==> src/sv/acp_pkg.sv <==
// ============================================================================
// acp_pkg
// Shared types and constants for the box collision push-out core.
// ============================================================================
package acp_pkg;

    localparam int CW = 32;
    localparam int DW = CW + 2;

    localparam logic [CW-1:0] HEAD_CLEAR = CW'(13107);

    typedef enum logic [0:0] {
        CMD_WRITE   = 1'b0,
        CMD_RESOLVE = 1'b1
    } cmd_t;

    typedef enum logic [1:0] {
        REG_RADIUS = 2'd0,
        REG_EYE    = 2'd1,
        REG_ACTIVE = 2'd2
    } reg_idx_t;

    typedef enum logic [1:0] {
        ST_IDLE = 2'd0,
        ST_WALK = 2'd1,
        ST_OUT  = 2'd2
    } state_t;

    typedef struct packed {
        logic [CW-1:0] x;
        logic [CW-1:0] y;
        logic [CW-1:0] z;
    } vec_t;

    typedef struct packed {
        vec_t mn;
        vec_t mx;
    } box_t;

    // Saturating signed add of two coordinates.
    function automatic logic [CW-1:0] sadd(input logic [CW-1:0] a,
                                           input logic [CW-1:0] b);
        logic signed [CW:0] s;
        s = $signed({a[CW-1], a}) + $signed({b[CW-1], b});
        if (s[CW] != s[CW-1]) return s[CW] ? {1'b1, {(CW-1){1'b0}}}
                                           : {1'b0, {(CW-1){1'b1}}};
        return s[CW-1:0];
    endfunction

    function automatic logic [CW-1:0] ssub(input logic [CW-1:0] a,
                                           input logic [CW-1:0] b);
        logic signed [CW:0] s;
        s = $signed({a[CW-1], a}) - $signed({b[CW-1], b});
        if (s[CW] != s[CW-1]) return s[CW] ? {1'b1, {(CW-1){1'b0}}}
                                           : {1'b0, {(CW-1){1'b1}}};
        return s[CW-1:0];
    endfunction

    function automatic logic slt(input logic [CW-1:0] a, input logic [CW-1:0] b);
        return $signed(a) < $signed(b);
    endfunction

    // Exact unsigned |a-b|.
    function automatic logic [CW:0] adiff(input logic [CW-1:0] a,
                                          input logic [CW-1:0] b);
        logic signed [CW:0] d;
        d = $signed({a[CW-1], a}) - $signed({b[CW-1], b});
        return d[CW] ? (CW+1)'(-d) : d;
    endfunction

    // a-b when a>=b, else 0.
    function automatic logic [CW:0] pdiff(input logic [CW-1:0] a,
                                          input logic [CW-1:0] b);
        logic signed [CW:0] d;
        d = $signed({a[CW-1], a}) - $signed({b[CW-1], b});
        return d[CW] ? '0 : d;
    endfunction

endpackage

==> src/sv/acp_cell.sv <==
// ============================================================================
// acp_cell
// One table slot: holds a box and applies its push-out to a passing position.
// ============================================================================
module acp_cell (
    input  logic         aclk,
    input  logic         wr_en,
    input  acp_pkg::box_t wr_box,
    input  logic         act,
    input  acp_pkg::vec_t old_pos,
    input  logic [acp_pkg::CW-1:0] rad,
    input  logic [acp_pkg::CW-1:0] eye,
    input  acp_pkg::vec_t pos_in,
    output acp_pkg::vec_t pos_out
);
    import acp_pkg::*;

    box_t box_reg;

    always_ff @(posedge aclk) begin
        if (wr_en) begin
            box_reg <= wr_box;
        end
    end

    logic [CW-1:0] mnx, mxx, mnz, mxz, mny, mxy, feet, head, ofeet, ohead;
    logic          hit, ox, oz, oy, ox2, oz2, oy2;
    logic [CW:0]   dx, dz, dy;
    logic [CW:0]   pen [6];
    logic [2:0]    ax;
    vec_t          p;

    always_comb begin
        mnx   = ssub(box_reg.mn.x, rad);
        mxx   = sadd(box_reg.mx.x, rad);
        mnz   = ssub(box_reg.mn.z, rad);
        mxz   = sadd(box_reg.mx.z, rad);
        mny   = box_reg.mn.y;
        mxy   = box_reg.mx.y;
        feet  = ssub(pos_in.y, eye);
        head  = sadd(pos_in.y, HEAD_CLEAR);
        ofeet = ssub(old_pos.y, eye);
        ohead = sadd(old_pos.y, HEAD_CLEAR);
        hit = !(slt(pos_in.x, mnx) || slt(mxx, pos_in.x) ||
                slt(pos_in.z, mnz) || slt(mxz, pos_in.z) ||
                slt(mxy, feet) || slt(head, mny));
        ox = slt(old_pos.x, mnx) || slt(mxx, old_pos.x);
        oz = slt(old_pos.z, mnz) || slt(mxz, old_pos.z);
        oy = slt(mxy, ofeet) || slt(ohead, mny);
        dx = ox ? adiff(pos_in.x, old_pos.x) : '0;
        dz = oz ? adiff(pos_in.z, old_pos.z) : '0;
        dy = oy ? adiff(pos_in.y, old_pos.y) : '0;
        ox2 = ox; oz2 = oz; oy2 = oy;
        if ((ox && oz) || (ox && oy) || (oz && oy)) begin
            if (dx >= dz && dx >= dy) begin
                oz2 = 1'b0; oy2 = 1'b0;
            end else if (dz >= dx && dz >= dy) begin
                ox2 = 1'b0; oy2 = 1'b0;
            end else begin
                ox2 = 1'b0; oz2 = 1'b0;
            end
        end
        pen[0] = pdiff(pos_in.x, mnx);
        pen[1] = pdiff(mxx, pos_in.x);
        pen[2] = pdiff(pos_in.z, mnz);
        pen[3] = pdiff(mxz, pos_in.z);
        pen[4] = pdiff(mxy, feet);
        pen[5] = pdiff(head, mny);
        ax = 3'd0;
        for (int k = 1; k < 6; k++) begin
            if (pen[k] < pen[ax]) ax = 3'(k);
        end
        p = pos_in;
        if (act && hit) begin
            if (ox2) begin
                p.x = slt(old_pos.x, mnx) ? mnx : mxx;
            end else if (oz2) begin
                p.z = slt(old_pos.z, mnz) ? mnz : mxz;
            end else if (oy2) begin
                p.y = slt(mxy, ofeet) ? sadd(mxy, eye) : ssub(mny, HEAD_CLEAR);
            end else begin
                case (ax)
                    3'd0:    p.x = mnx;
                    3'd1:    p.x = mxx;
                    3'd2:    p.z = mnz;
                    3'd3:    p.z = mxz;
                    3'd4:    p.y = sadd(mxy, eye);
                    default: p.y = ssub(mny, HEAD_CLEAR);
                endcase
            end
        end
        pos_out = p;
    end

endmodule

==> config.mk <==
export PLATFORM = sky130hd
export DESIGN_NAME = acp_cell
export DESIGN_NICKNAME = d
export VERILOG_FILES = /design/src/sv/acp_pkg.sv /design/src/sv/acp_cell.sv
export SDC_FILE = /design/constraint.sdc
export NUM_CORES = 2
export LEC_CHECK = 0
export ABC_CLOCK_PERIOD_IN_PS = 47600
export BUFFER_PORTS_ARGS = -buffer_cell sky130_fd_sc_hd__buf_2
export CAP_MARGIN = 20
export CORE_MARGIN = 2
export CORE_UTILIZATION = 35
export DETAILED_ROUTE_END_ITERATION = 6
export GPL_TIMING_DRIVEN = 1
export MAX_ROUTING_LAYER = met4
export PLACE_DENSITY = 0.58
export SLEW_MARGIN = 5
export SYNTH_ARGS = -nofsm -noshare
export SYNTH_HDL_FRONTEND = slang
export SYNTH_SLANG_ARGS = --single-unit
==> constraint.sdc <==
create_clock -name aclk -period 47.6 [get_ports aclk]
set_input_delay 4.76 -clock aclk [delete_from_list [all_inputs] [get_ports aclk]]
set_output_delay 4.76 -clock aclk [all_outputs]
set_load 0.1 [all_outputs]
# Yosys cells after proc, flatten, opt, wreduce, memory -nomap -nowiden
# Index checks and enable logic that the tools add are counted.
dict set report classes {
  addsub 22
  mul 0
  div_mod_pow 0
  order_cmp 25
  n_eq_ne 14
  n_shift 0
  n_mux 111
  n_bitwise 4
  n_reduce_logical 20
}
# operator n
set op_table {}
lappend op_table {{$mux 32} 46}
lappend op_table {{$mux 33} 14}
lappend op_table {{$sub 32x32->33} 13}
lappend op_table {{$lt 32x32->1} 13}
lappend op_table {{$bmux 33 s3} 4}
lappend op_table {{$pmux 32 s2} 3}
lappend op_table {{$ge 33x33->1} 4}
lappend op_table {{$lt 32x33->1} 4}
lappend op_table {{$mux 64} 2}
lappend op_table {{$add 32x32->33} 3}
lappend op_table {{$neg 33->33} 3}
lappend op_table {{$mux 96} 1}
lappend op_table {{$add 32x15->33 const B} 2}
lappend op_table {{$mux 1} 37}
lappend op_table {{$sub 32x15->33 const B} 1}
lappend op_table {{$ge 4x4->1 const B} 4}
lappend op_table {{$not 3->4} 4}
lappend op_table {{$mux 3} 4}
lappend op_table {{$logic_or 1x1->1} 10}
lappend op_table {{$ne 1x1->1} 10}
lappend op_table {{$eq 3x2->1 const B} 2}
lappend op_table {{$logic_and 1x1->1} 6}
lappend op_table {{$reduce_or 5->1} 1}
lappend op_table {{$reduce_or 4->1} 1}
lappend op_table {{other kinds (4)} 4}
dict set report word_totals {
  reg_bits 192
  latch_bits 0
  ramBits 0
  romBits 0
  out_inout_bits 96
  elab_cells 202
  n_memories 0
}

# Depth between registers and ports, before layout
dict set report logic_depth {
  depth_word 45
  depth_mapped 109
  ltp_nobuf 97
}

# Worst setup path after synthesis
# No wires, ideal clock.
dict set report synth_timing {
  path_kind {input to output}
  from {input port rad[1] (netlist name)}
  to {output port pos_out[38] (netlist name)}
  t_arrival_ps 27533
  path_slack_ps 15307
  stages 103
  path_buffers 19
  cell_sequence {inv_1 -> ha_1 -> nor2b_1 -> o31ai_1 -> a32oi_1 -> a211oi_1 -> o31ai_1 -> a211oi_1 -> nor3_1 -> a2111oi_0 -> nor2b_1 -> o21ai_0 -> nand2b_1 -> xor2_1 -> inv_1 -> ha_1 -> clkbuf_1 -> nor2_1 -> (+67 left out) -> a21oi_1 -> ha_1 -> a21o_1 -> a21o_1 -> a21o_1 -> a21o_1 -> a21o_1 -> a21o_1 -> a21oi_1 -> o22a_1 -> and3_1 -> o221ai_1 -> o31a_1 -> buf_6 -> clkbuf_1 -> o211ai_1 -> o21ai_0 -> a221oi_1}
}
# item line
set synth_lines {}
lappend synth_lines {{start, declared} acp_cell.sv:11} ;# input logic [acp_pkg::CW-1:0] rad,
lappend synth_lines {{end, declared} acp_cell.sv:14} ;# output acp_pkg::vec_t pos_out

==> impl_results.md <==
- Synth Warn #: 0
- Hold Path Class: in -> reg
- Number of CTS-inserted buffers: 17
- Critical path's largest stage delay: 0.97 ns
- Routed Antenna Nets: 0
- Die X: ~400 microns
- Top cell type's share of synthesized area: 0.230
- Average size of a mapped cell: 7.42 sq um
- Multi-input gate area: 45300 sq um
- Fillers: 16100
- Synth area leader: ha_1
- Total Die Area: 156000 sq um
- Relative slew slack: 0.109
- Final Hold Fails: 0
- Core area: around 150000 sq um
- Setup_tns: 0 ns
- Worst path bufs/invs: 8
- Layout cells sized above 1: 0.108
- Post-route DRC: 1
- Root buf cell: clkbuf_16
- Starting density of the core: 0.352
- PostCTS Resize Cnt: 0
- IO buf count: ~550
- Final nets: 9134
- DR iter-0 viols: ~6300
- CP required: 42.84 ns
- Reg clk slew, reported paths: 0.13 ns
- Vias in the first global route: roughly 55000
- Worst-Margin Slew: 1.33 ns
- Die height: 395 microns
- Failing checks: design-rule violations
- Post-CTS setup buffer count: 0
- H-tree levels: 4
- Largest net degree at the start of global routing: 90
- CP max FO: 55
- Sequential area share after synthesis: 0.108
- # IOs: between 500 and 600
- Std-Cell Rows: 143
- Unrepaired setup endpoints after global routing: no
- Most used cell, CP: ha_1
- Top cells by area, synth: ha_1 (23%), edfxtp_1 (11%), a21oi_1 (6.5%)
- Post-Route WL: 282000 microns
- Sink Count: 192
- Final Setup Violations: 0
- Critical path data arrival time: 33.31 ns
- Fin crit share: 0.800
- CP max-delay cell: and3_1
- Syn Nets: 8663
- Vias/cell: roughly 6
- Critical Path End Type: output port
- WL per Instance: 28.9 microns
- DR pass1 iterations: 7
- Initial antenna violation count: 35
- Cells after Synth: 7214
- CTS tree: built
- Total grt overflow: 0
- Area delta synth->final: 11.4%
- Global Route Usage Sum: 0.354
- # hold bufs at CTS: 0
- Final Max Slew Viols: 0
- Min cycle time layout: 38.07 ns
- Yosys reg bits: about 190
- Crit. Startpoint: rad[1]
- Synth async-reset ratio: 0
- Max cap viols: 0
- Crit Path Class: in -> out
- Top-count cell post-synth: ha_1
- Crit path max-delay family: compound AO/OA/AOI/OAI gates
- Hold path start: wr_box[123]
- Synth cell count leaders: ha_1 (982), nor2_1 (699), a21oi_1 (696)
- Clock Tree Buf Depth: 2
- Status: complete, but fails checks
- Number of flops mapped to enable cells by yosys: 192
- GP Congestion: 1.09
- Library cells used by synthesis: 100
- Detailed-route via count: around 60000
- DP HPWL: 243000 microns
- Startpoint types: input port
- First-pass GRT wire length: 391000 microns
- Synthesized area: between 50000 and 60000 sq um
- Fmax: 26.3 MHz
- Max FFs per register: 128
- FF+latch area: 5770 sq um
- Most used DFF post-synth: edfxtp_1
==> layout by cell type (no fill, tap or decap), drive strengths merged, types with 46 or more instances in the layout <==
cell	instances
buf	655
inv	483
or2	57
o31ai	72
nor3	161
o211ai	53
and3	79
a31oi	78
o21bai	53
mux2i	46
nor2b	98
nor2	699
a21o	313
a221o	47
and2	100
nand2	500
a21oi	696
ha	982
a211oi	102
nand4	116
nand2b	139
nand3	142
o21a	119
o21ai	513
xnor2	356
or3	58
xor2	197
edfxtp	192
==> metal layers <==
metal	track usage	wire, microns	vias to the layer above
met4	0.156	14600	0
met1	0.467	123000	28500
met5	-	0	-
met3	0.0593	23900	532
li1	-	-	27700
met2	0.530	120000	2911
==> kinds of logic after synthesis <==
kind of cell | share of synthesized area
flip-flops | 0.108
buffers and inverters | 0.0493
XOR/XNOR | 0.0905
AO/OA/AOI/OAI | 0.301
adder cells (fa/ha/maj) | 0.236
multiplexers | 0.0115
AND/OR/NAND/NOR | 0.205
==> final timing paths <==
kind	to	slack, ns	cells after the start
worst max-delay path	pos_out[70]	9.53	94
worst min-delay path	box_reg[123]	4.33	1
==> layout make-up <==
type                            count  area share
Tap cell                         2030      0.0426
Inverter                          482      0.0304
Multi-Input combinational cell   6334       0.759
Clock buffer                       19     0.00726
Sequential cell                   192      0.0967
Clock inverter                     13     0.00254
Timing Repair Buffer              658      0.0602
Antenna cell                       21    0.000882
==> metrics by stage <==
| stage | hold slack (ns) | worst slack (ns) | util | cell area [sq um] | instances |
|---|---|---|---|---|---|
| 2_1_floorplan | 4.86 | 15.31 | - | 53500 | 7214 |
| 3_3_place_gp | 4.94 | 10.57 | 0.388 | 58900 | 9687 |
| 3_5_place_dp | 4.94 | 10.31 | 0.388 | 58900 | 9692 |
| 4_1_cts | 4.29 | 10.22 | 0.392 | 59500 | 9724 |
| 5_1_grt | 4.32 | 8.08 | 0.392 | 59600 | 9740 |
| 6_report | 4.33 | 9.53 | 0.392 | 59600 | 9749 |
Power is not shown: default switching activity piles up to over one toggle a cycle in this logic, so the estimate is an artifact.
